==> src/sv/lzwbc_pkg.sv <==
// ----------------------------------------------------------------------------
// lzwbc_pkg
// Shared types, sizes and constants of the LZW byte compressor.
// ----------------------------------------------------------------------------
`default_nettype none

package lzwbc_pkg;

  // Dictionary code width. Codes below FIRST_CODE are byte literals.
  localparam int CODE_WIDTH    = 12;
  // Number of hash buckets in the pair store, a power of two.
  localparam int TABLE_BUCKETS = 8192;
  localparam int BUCKET_BITS   = $clog2(TABLE_BUCKETS);
  localparam int BYTE_W        = 8;
  localparam int KEY_W         = CODE_WIDTH + BYTE_W;
  localparam int OUT_W         = 12;

  localparam logic [CODE_WIDTH:0]  FIRST_CODE = (CODE_WIDTH + 1)'(256);
  localparam logic [CODE_WIDTH:0]  CODE_LIMIT = (CODE_WIDTH + 1)'(1) << CODE_WIDTH;
  localparam logic [BUCKET_BITS:0] BUCKET_CNT = (BUCKET_BITS + 1)'(TABLE_BUCKETS);
  localparam logic [BUCKET_BITS-1:0] LAST_BUCKET = BUCKET_BITS'(TABLE_BUCKETS - 1);
  localparam logic [31:0] HASH_MULT = 32'h9E37_79B1;

  // One dictionary entry: the pair (prefix, byte) and the code it stands for.
  typedef struct packed {
    logic                  valid;
    logic [CODE_WIDTH-1:0] prefix;
    logic [BYTE_W-1:0]     data;
    logic [CODE_WIDTH-1:0] code;
  } entry_t;

  // Access request to the pair store.
  typedef struct packed {
    logic                   we;
    logic                   re;
    logic [BUCKET_BITS-1:0] addr;
    entry_t                 wdata;
  } mem_req_t;

  typedef enum logic [2:0] {
    ST_CLEAR,
    ST_IDLE,
    ST_HASH,
    ST_RD,
    ST_CMP,
    ST_LAST
  } state_t;

endpackage

`default_nettype wire

==> src/sv/lzwbc_hash.sv <==
// ----------------------------------------------------------------------------
// lzwbc_hash
// Home bucket of a (prefix, byte) pair: xor-shift and multiplicative hash.
// ----------------------------------------------------------------------------
`default_nettype none

module lzwbc_hash (
  input  wire logic [lzwbc_pkg::CODE_WIDTH-1:0]  prefix,
  input  wire logic [lzwbc_pkg::BYTE_W-1:0]      data,
  output logic      [lzwbc_pkg::BUCKET_BITS-1:0] bucket
);

  logic [lzwbc_pkg::KEY_W-1:0] key;
  logic [lzwbc_pkg::KEY_W-1:0] mixed;
  logic [31:0]                 prod;

  assign key   = {prefix, data};
  assign mixed = key ^ (key >> 7);
  // Only the low product bits matter, the rest is trimmed by synthesis.
  assign prod  = 32'(mixed) * lzwbc_pkg::HASH_MULT;
  assign bucket = prod[lzwbc_pkg::BUCKET_BITS+7:8];

endmodule

`default_nettype wire

==> config.mk <==
export PLATFORM = sky130hd
export DESIGN_NAME = lzwbc_hash
export DESIGN_NICKNAME = d
export VERILOG_FILES = /design/src/sv/lzwbc_pkg.sv /design/src/sv/lzwbc_hash.sv
export SDC_FILE = /design/constraint.sdc
export NUM_CORES = 1
export LEC_CHECK = 0
export ABC_AREA = 1
export ABC_CLOCK_PERIOD_IN_PS = 8600
export BUFFER_PORTS_ARGS = -buffer_cell sky130_fd_sc_hd__buf_2
export CAP_MARGIN = 20
export CORE_AREA = 2 2 100 78
export DETAILED_ROUTE_END_ITERATION = 16
export DIE_AREA = 0 0 102 80
export PLACE_DENSITY = 0.81
export REMOVE_ABC_BUFFERS = 1
export SYNTH_ARGS = -nofsm -noshare
export SYNTH_HDL_FRONTEND = slang
export SYNTH_SLANG_ARGS = --single-unit
==> constraint.sdc <==
create_clock -name vclk -period 8.6
set_clock_uncertainty 0.05 [all_clocks]
set_input_delay 1.29 -clock vclk [all_inputs]
set_output_delay 1.29 -clock vclk [all_outputs]
set_load 0.05 [all_outputs]
-- Yosys cells after proc, flatten, opt, wreduce, memory -nomap -nowiden
Cells that the tools add are included.
- register bits: 0
- input port bits: 20
- output and inout port bits: 13
- multiply operators: 1
- bitwise logic cells: 1
- operators by type and width (cell ; number):
    $mul A20 B32 Y21 const B ; 1
    $xor A20 B13 Y20 ; 1

-- Longest topological paths before layout
Gate-level depths: netlist of the first run.
- word-level depth: 2
- gate-level depth with buffers: 28

-- Least setup slack after synthesis of the first run
No wires, ideal clock.
- kind: in2out
- from: input prefix[5] (netlist bit)
- to: output bucket[11] (netlist bit)
- arrival: 6666 ps
- data required time: 7260 ps
- setup slack: 594 ps
- stages: 21
- buffers on the path: 0
- path through: nand2_1 > inv_1 > nor2_1 > ha_1 > ha_1 > ha_1 > inv_1 > fa_1 > fa_1 > inv_1 > fa_1 > inv_1 > fa_1 > inv_1 > fa_1 > ha_1 > inv_1 > nor3_1 > nand2_1 > nand2_1 > xor2_1
- cells in the longest elaborated chain, start to end: 2
- RTL lines (what ; line ; text):
    start, declared ; lzwbc_hash.sv:8 ; input wire logic [lzwbc_pkg::CODE_WIDTH-1:0] prefix,
    $xor A20 B13 Y20 ; lzwbc_hash.sv:18 ; assign mixed = key ^ (key >> 7);
    $mul A20 B32 Y21 ; lzwbc_hash.sv:20 ; assign prod = 32'(mixed) * lzwbc_pkg::HASH_MULT;
    end, declared ; lzwbc_hash.sv:10 ; output logic [lzwbc_pkg::BUCKET_BITS-1:0] bucket
No other way between the ends.

-- Worst setup path after layout of the first run
- from: input prefix[5] (netlist bit)
- to: output bucket[12] (netlist bit)
Same word-level chain as after synthesis.

==> results.tsv, run 1 <==
stage	metric	value	unit
grt	vias in the first global route	3195	
drt	DR top layer	met4	
yosys	post-synthesis cell type count	25	
yosys	most common cell in the netlist	inv_1	
timing	Final Hold Viols	0	
timing	actual slew at the worst max-slew pin	0.538	ns
drt	First-pass DRT Iterations	4	
drt	drt wl/cell	13.8	µm
drt	total number of vias	3066	
floorplanning	die area	8160	µm²
worst_hold_path	HP Class	in -> out	
grt	grt ovf	0	
yosys	syn avg cell area	8.09	µm²
floorplanning	I/O pins	33	
timing	Slew HR	64.0	%
floorplanning	Starting Density	53.8	%
drt	met2 routed WL	4.00	mm
cells_and_area	Final nets	686	
drt	total wire length	8.53	mm
critical_path	type of origin of the critical path	input pin	
yosys	Syn. warnings	0	
drt	number of remaining DRC errors	0	
timing	Achievable Freq	122	MHz
timing	fin crit share	95.4	%
floorplanning	Die W	102	µm
timing	RSZ-0062 raised after global routing	false	
yosys	top cells by count, synth	inv_1 (146), ha_1 (93), nand2_1 (76), fa_1 (55), xor2_1 (24)	
grt	largest net degree at the start of global routing	10	
critical_path	crit-path max FO	6	
critical_path	Worst EP arrival	6.86	ns
yosys	sequential fraction of the synthesis area	0	%
yosys	Post-Syn Area	3850	µm²
status	status	finished clean	
cells_and_area	area delta synth->final	9.00	%
drt	wl on met1	4.00	mm
critical_path	Buf/Inv on CP	9	
cells_and_area	clock buffer count	0	
timing	total negative slack	0	ns
floorplanning	die height	80	µm
floorplanning	core area	7160	µm²
critical_path	delay-heaviest family, CP	adder cells	
timing	fin crit period	8.20	ns
drt	Via density	4.97	
cells_and_area	FF/Latch Area	0	µm²
cells_and_area	layout cells sized above 1	10.9	%
cells_and_area	diode count	0	
timing	final setup fails	0	
floorplanning	Rows	27	
placed_design	number of port buffers	33	
placed_design	GPL Wtd Cong	0.957	
yosys	post-synth top area cell	ha_1	
timing	Slew Limit Fails	0	
yosys	share of the synthesized area in the top cell type	30.2	%
grt	GRT Total Usage	22.7	%
yosys	top cells by area, synth	ha_1 (30%), fa_1 (29%), inv_1 (14%), nand2_1 (7.4%), xor2_1 (5.5%)	
yosys	Syn Inst Count	476	
clocking	cts hold-fix bufs	0	
critical_path	Setup CP Type	in -> out	
critical_path	critical path's slowest cell	fa_1	
critical_path	CP max stage delay	0.53	ns
critical_path	Crit. End Element	primary output	
cells_and_area	Seq cells	0	
critical_path	CP required	7.26	ns
drt	DR WL met3	426	µm
drt	drt first-iter violations	149	
grt	initial antenna violation count	0	
critical_path	Crit path top cell by count	inv_1	
run	MaxCap Viol Count	0	
placed_design	DPL Wire Length	7.88	mm
drt	Routed Antenna Nets	0	
grt	first-pass GRT wire length	14.7	mm
[area by class of cell]
cell class,instances,area [µm²]
Fill cell,618,2960
Inverter,146,548
Multi-Input combinational cell,330,3310
Tap cell,101,126
Timing Repair Buffer,40,218
[routing by layer]
layer	GRT usage (%)	vias up
met5	0	-
met4	2.80	0
met3	1.75	10
met2	38.7	71
met1	32.4	1469
li1	-	1516
[cells in the final DEF (no fill, tap or decap), drive strengths merged]
master  netlist  routed
nor3          7       7
a31o          2       2
fa           55      55
a21o          3       3
nand3        14      14
xor2         27      27
nand2        80      80
xnor2        10      10
o21bai        3       3
buf           0      40
nor4          1       1
o21ai         8       8
ha           93      93
inv         146     146
a21oi        13      13
nand3b        2       2
o21a          1       1
nor2         11      11
[path summary, 6_finish.rpt]
| kind | end | cells past startpoint | slack, ns | start |
|---|---|---|---|---|
| max | bucket[12] | 26 | 0.40 | prefix[5] |
| min | bucket[2] | 6 | 3.35 | data[0] |
[what timing repair did]
| action | 4_1_cts | 5_1_grt |
|---|---|---|
| buffers inserted | 0 | 0 |
| resized for setup | 0 | 1 |
| setup endpoints to repair | 0 | 1 |
[cell families after synthesis]
| logic type | Yosys count | share of synthesized area (%) |
|---|---|---|
| xor gates and xnor gates | 37 | 9.00 |
| AOI/OAI and AO/OA | 30 | 4.97 |
| buffers and inverters | 146 | 14.2 |
| adders and majority gates | 148 | 58.8 |
| and+or+nand+nor | 115 | 13.0 |
[metrics by stage]
stage / std cells / hold slack [ns] / utilization (%) / setup slack [ns] / area [µm²]
floorplan: 476 / 3.09 / - / 0.594 / 3850
global placement: 617 / 3.33 / 58.6 / 0.540 / 4200
detailed placement: 617 / 3.35 / 58.6 / 0.322 / 4200
CTS: 617 / 3.36 / 58.6 / 0.316 / 4200
global route: 617 / 3.40 / 58.6 / 0.117 / 4200
finish: 617 / 3.35 / 58.6 / 0.399 / 4200
Power of run 1 is left out: the tool's default activity adds up to more than one toggle a clock period on the data nets, which glitch-free logic cannot reach.
==> run 2, diff against run 1 <==
--- a/config.mk
+++ b/config.mk
@@ -12,7 +12,7 @@
 export CORE_AREA = 2 2 100 78
 export DETAILED_ROUTE_END_ITERATION = 16
 export DIE_AREA = 0 0 102 80
-export PLACE_DENSITY = 0.81
+export PLACE_DENSITY_LB_ADDON = 0.15
 export REMOVE_ABC_BUFFERS = 1
 export SYNTH_ARGS = -nofsm -noshare
 export SYNTH_HDL_FRONTEND = slang
==> run 2 against run 1 <==
  * Maximum frequency shrank 1.3%
  * Sequential share of layout area is the same
  * Hold slack lost 0.0031 ns
  * Final cell count grew 0.16%
  * Global-route usage shrank 1.3 points
  * Critical path type unchanged
  * Critical endpoint unchanged
==> results.tsv, run 2 (same netlist as run 1, synthesis figures left out) <==
stage	metric	value	unit	change
status	status	finished clean		unchanged
run	MaxCap Viol Count	0		unchanged
drt	total wire length	8.10	mm	was 8.53 mm
cells_and_area	Util after Layout	58.7	%	was 58.6%
grt	grt ovf	0		unchanged
drt	First-pass DRT Iterations	4		unchanged
grt	GRT met2 Usage	34.1	%	was 38.7%
grt	largest net degree at the start of global routing	10		unchanged
drt	Routed Antenna Nets	0		unchanged
critical_path	delay-heaviest family, CP	adder cells		unchanged
placed_design	number of port buffers	33		unchanged
cells_and_area	Finished Layout Cells	618		was 617
cells_and_area	Final nets	687		was 686
floorplanning	die area	8160	µm²	unchanged
floorplanning	Starting Density	53.8	%	unchanged
worst_hold_path	HP Class	in -> out		unchanged
drt	Via density	4.85		was 4.97
timing	Slew HR	59.6	%	was 64.0%
cells_and_area	most common cell after layout, fill and taps aside	inv_1		unchanged
timing	final setup fails	0		unchanged
cells_and_area	Multi-input gate area	3300	µm²	was 3310 µm²
timing	Hold WS	3.34	ns	was 3.35 ns
placed_design	DPL Wire Length	7.61	mm	was 7.88 mm
floorplanning	I/O pins	33		unchanged
cells_and_area	area delta synth->final	9.13	%	was 9.00%
grt	GRT Total Usage	21.4	%	was 22.7%
critical_path	critical path's slowest cell	fa_1		unchanged
cells_and_area	diode count	0		unchanged
drt	drt first-iter violations	149		unchanged
clocking	Setup Buffers After CTS	0		unchanged
critical_path	Crit path top cell by count	inv_1		unchanged
grt	initial antenna violation count	0		unchanged
critical_path	CP startpoint	prefix[5]		unchanged
critical_path	Crit. End Element	primary output		unchanged
grt	first-pass GRT wire length	13.7	mm	was 14.7 mm
grt	met3 global-route usage	0.0876	%	was 1.75%
cells_and_area	commonest non-fill, non-tap cells in the layout	inv_1 (146), ha_1 (93), nand2_1 (76)		unchanged
cells_and_area	layout cells sized above 1	10.8	%	was 10.9%
timing	Achievable Freq	120	MHz	was 122 MHz
critical_path	Worst path depth	26		unchanged
critical_path	CP Capture Point	bucket[12]		unchanged
grt	met1 Track Usage GR	34.5	%	was 32.4%
placed_design	GPL Wtd Cong	0.986		was 0.957
critical_path	crit-path max FO	6		unchanged
floorplanning	Rows	27		unchanged
timing	Slew Limit Fails	0		unchanged
cells_and_area	Fillers	687		was 618
drt	total number of vias	3000		was 3066
timing	fin crit share	96.6	%	was 95.4%
cells_and_area	Seq cells	0		unchanged
worst_hold_path	hold path depth	6		unchanged
critical_path	type of origin of the critical path	input pin		unchanged
critical_path	CP max stage delay	0.53	ns	about the same
timing	total negative slack	0	ns	unchanged
grt	vias in the first global route	2951		was 3195
clocking	post_cts resized	0		unchanged
timing	Final Hold Viols	0		unchanged
timing	actual slew at the worst max-slew pin	0.604	ns	was 0.538 ns
floorplanning	die height	80	µm	unchanged
floorplanning	core area	7160	µm²	unchanged
critical_path	Worst EP arrival	6.97	ns	was 6.86 ns
timing	RSZ-0062 raised after global routing	false		unchanged
grt	GRT Max-Usage Layer	met1		was met2
critical_path	Setup CP Type	in -> out		unchanged
timing	fin crit period	8.31	ns	was 8.20 ns
floorplanning	Die W	102	µm	unchanged
placed_design	placed cells	618		was 617
critical_path	CP required	7.26	ns	about the same
drt	drt wl/cell	13.1	µm	was 13.8 µm
cells_and_area	clock buffer count	0		unchanged
drt	number of remaining DRC errors	0		unchanged
critical_path	Buf/Inv on CP	9		unchanged
cells_and_area	FF/Latch Area	0	µm²	unchanged
clocking	cts hold-fix bufs	0		unchanged
-- run 2: metal layers --
metal  wire, µm  vias up
li1           -     1525
met1       4360     1431
met4         14        0
met3        276        2
met5          0        -
met2       3450       42
-- run 2: final cells by class --
class | instances | area share, %
multi-input combinational | 330 | 78.6
inverter | 146 | 13.0
timing repair buffer | 41 | 5.36
tap | 101 | 3.01
-- run 2: worst min-delay path, cell delays in order --
cell,delay (ns)
buf_2,0.12
xor2_2,0.15
nand3_4,0.10
o21ai_0,0.09
xor2_1,0.14
buf_2,0.20
-- run 2: worst min-delay path by stage --
stage | end | slack, ns | from
after floorplan | bucket[2] | 3.09 | data[0]
after global placement | bucket[2] | 3.33 | data[0]
after detailed placement | bucket[2] | 3.35 | data[0]
after CTS | bucket[2] | 3.35 | data[0]
after global routing | bucket[2] | 3.41 | data[0]
final | bucket[2] | 3.34 | data[0]
-- run 2: per-stage QoR --
stage               setup WS (ns)  area, µm²
finish                      0.294       4200
global route               0.0107       4200
CTS                         0.267       4200
detailed placement          0.274       4200
global placement            0.433       4200
floorplan                   0.594       3850
Power of run 2 is left out for the same reason.
==> run 3, diff against run 2 <==
--- a/config.mk
+++ b/config.mk
@@ -5,13 +5,12 @@
 export SDC_FILE = /design/constraint.sdc
 export NUM_CORES = 1
 export LEC_CHECK = 0
-export ABC_AREA = 1
 export ABC_CLOCK_PERIOD_IN_PS = 8600
 export BUFFER_PORTS_ARGS = -buffer_cell sky130_fd_sc_hd__buf_2
 export CAP_MARGIN = 20
-export CORE_AREA = 2 2 100 78
+export CORE_AREA = 2 2 96 75
 export DETAILED_ROUTE_END_ITERATION = 16
-export DIE_AREA = 0 0 102 80
+export DIE_AREA = 0 0 98 77
 export PLACE_DENSITY_LB_ADDON = 0.15
 export REMOVE_ABC_BUFFERS = 1
 export SYNTH_ARGS = -nofsm -noshare
==> run 3 against run 2 <==
  * Synthesized cell count fell by 22%
  * Hold slack improved by 0.050 ns
  * Die area fell by 7.5%
  * Clock-buffer cell count did not move
  * Cell area fell by 7.6%
  * Synthesized area fell by 8.4%
  * Via count fell by 18%
  * Flip-flop and latch count did not move
  * Worst setup slack got worse by 0.0048 ns
  * Final cell count fell by 20%
==> results.tsv, run 3 <==
stage	metric	value	unit	change
status	status	finished clean		unchanged
yosys	Syn. warnings	0		unchanged
timing	Slew Limit Fails	0		unchanged
critical_path	CP max stage delay	0.52	ns	was 0.53 ns
timing	fin crit period	8.31	ns	about the same
drt	number of remaining DRC errors	0		unchanged
drt	First-pass DRT Iterations	4		unchanged
critical_path	Crit. End Element	primary output		unchanged
floorplanning	Die W	98	µm	was 102 µm
floorplanning	Rows	26		was 27
drt	Via density	4.97		was 4.85
cells_and_area	most common cell after layout, fill and taps aside	inv_1		unchanged
critical_path	Worst EP arrival	6.97	ns	about the same
drt	DR WL met3	321	µm	was 276 µm
drt	DR top layer	met3		was met4
timing	final setup fails	0		unchanged
drt	wl on met1	3.73	mm	was 4.36 mm
yosys	share of the synthesized area in the top cell type	33.0	%	was 30.2%
drt	total number of vias	2463		was 3000
worst_hold_path	HP Class	in -> out		unchanged
grt	grt ovf	0		unchanged
critical_path	type of origin of the critical path	input pin		unchanged
floorplanning	I/O pins	33		unchanged
cells_and_area	commonest non-fill, non-tap cells in the layout	inv_1 (113), ha_1 (93), fa_1 (55)		was inv_1 (146), ha_1 (93), nand2_1 (76)
grt	first-pass GRT wire length	12.8	mm	was 13.7 mm
timing	RSZ-0062 raised after global routing	false		unchanged
cells_and_area	Util after Layout	58.8	%	was 58.7%
placed_design	GPL Wtd Cong	0.916		was 0.986
critical_path	CP startpoint	prefix[5]		unchanged
yosys	sequential fraction of the synthesis area	0	%	unchanged
cells_and_area	Seq cells	0		unchanged
drt	drt wl/cell	14.4	µm	was 13.1 µm
placed_design	Post-DP Area	3850	µm²	was 4200 µm²
grt	largest net degree at the start of global routing	11		was 10
grt	initial antenna violation count	0		unchanged
drt	Routed Antenna Nets	0		unchanged
placed_design	DPL Wire Length	6.70	mm	was 7.61 mm
timing	Achievable Freq	120	MHz	about the same
placed_design	placed cells	496		was 618
cells_and_area	FF/Latch Area	0	µm²	unchanged
cells_and_area	Fillers	616		was 687
floorplanning	core area	6600	µm²	was 7160 µm²
yosys	post-synthesis cell type count	32		was 25
floorplanning	die height	77	µm	was 80 µm
cells_and_area	area delta synth->final	10.1	%	was 9.13%
cells_and_area	layout cells sized above 1	11.7	%	was 10.8%
timing	total negative slack	0	ns	unchanged
placed_design	number of port buffers	33		unchanged
drt	drt first-iter violations	88		was 149
yosys	syn avg cell area	9.48	µm²	was 8.09 µm²
yosys	top cells by area, synth	ha_1 (33%), fa_1 (31%), inv_1 (12%), xnor2_1 (7.2%), xor2_1 (5.2%)		was ha_1 (30%), fa_1 (29%), inv_1 (14%), nand2_1 (7.4%), xor2_1 (5.5%)
cells_and_area	diode count	0		unchanged
floorplanning	die area	7550	µm²	was 8160 µm²
timing	Final Hold Viols	0		unchanged
run	MaxCap Viol Count	0		unchanged
cells_and_area	Finished Layout Cells	496		was 618
timing	fin crit share	96.6	%	about the same
yosys	post-synth top area cell	ha_1		unchanged
yosys	most common cell in the netlist	inv_1		unchanged
yosys	top cells by count, synth	inv_1 (113), ha_1 (93), fa_1 (55), xnor2_1 (29), xor2_1 (21)		was inv_1 (146), ha_1 (93), nand2_1 (76), fa_1 (55), xor2_1 (24)
critical_path	critical path's slowest cell	fa_1		unchanged
grt	GRT Total Usage	20.8	%	was 21.4%
drt	met2 routed WL	3.10	mm	was 3.45 mm
critical_path	CP Capture Point	bucket[11]		was bucket[12]
critical_path	Crit path top cell by count	inv_1		unchanged
yosys	Syn Inst Count	372		was 476
timing	actual slew at the worst max-slew pin	0.565	ns	was 0.604 ns
yosys	Post-Syn Area	3530	µm²	was 3850 µm²
grt	vias in the first global route	2652		was 2951
cells_and_area	Post-Layout Inst Area	3880	µm²	was 4200 µm²
cells_and_area	clock buffer count	0		unchanged
critical_path	Setup CP Type	in -> out		unchanged
drt	total wire length	7.15	mm	was 8.10 mm
critical_path	CP required	7.26	ns	about the same
floorplanning	Starting Density	53.4	%	was 53.8%
cells_and_area	Final nets	582		was 687
timing	Slew HR	62.2	%	was 59.6%
critical_path	crit-path max FO	4		was 6
[run 3: cell count changes after synthesis, moves of 3 or more]
cell     delta
nand2_1    -70
nand2_2     -4
o21ai_0     -5
xor2_1      -3
inv_1      -33
nor3_1      -5
nand3_1     -8
xnor2_1    +19
[run 3: cells by family after synthesis]
| kind of cell | count (synthesis) | share of synthesized area, % |
|---|---|---|
| buffers and inverters | 114 | 12.1 |
| and+or+nand+nor | 26 | 3.90 |
| xor gates and xnor gates | 52 | 13.3 |
| adders and majority gates | 148 | 64.2 |
| AOI/OAI and AO/OA | 32 | 6.39 |
[run 3: per-stage QoR]
stage               setup slack, ns  hold slack (ns)
floorplan                     0.373             3.13
global placement              0.290             3.39
detailed placement            0.133             3.40
CTS                           0.116             3.40
global route                 0.0175             3.49
finish                        0.289             3.39
[run 3: layout make-up]
class              instances  area (µm²)  area share (%)
multi-input cells        258        3130            80.6
inverters                114         428            11.0
repair buffers            40         220            5.67
well taps                 84         105            2.71
[run 3: worst min path at each step]
stage          startpoint        end  slack (ns)  cells past startpoint
6_report          data[4]  bucket[1]        3.39                      7
5_1_grt           data[4]  bucket[0]        3.49                      8
4_1_cts           data[4]  bucket[1]        3.40                      7
3_5_place_dp      data[4]  bucket[1]        3.40                      7
3_3_place_gp      data[4]  bucket[1]        3.39                      7
2_1_floorplan     data[4]  bucket[1]        3.13                      4
[run 3: worst max-delay path, delay by kind of cell]
kind,cells,cell delay (ns)
buf+inv,9,0.91
simple gates,1,0.20
fa+ha+maj,8,3.23
compound gates,4,0.81
xor+xnor,3,0.53
[run 3: per-layer routing]
metal  vias to the layer above  global-route usage, %
met3                         0                  0.729
li1                       1231                      -
met4                         0                      0
met2                        41                   31.8
met1                      1191                   34.6
met5                         -                      0
[run 3: timing repair]
| item | in CTS | in global routing |
|---|---|---|
| setup buffers | 0 | 0 |
| hold buffers | 0 | 0 |
| setup endpoints to repair | 0 | 4 |
| gates resized for setup | 0 | 4 |
Power of run 3 is left out for the same reason.
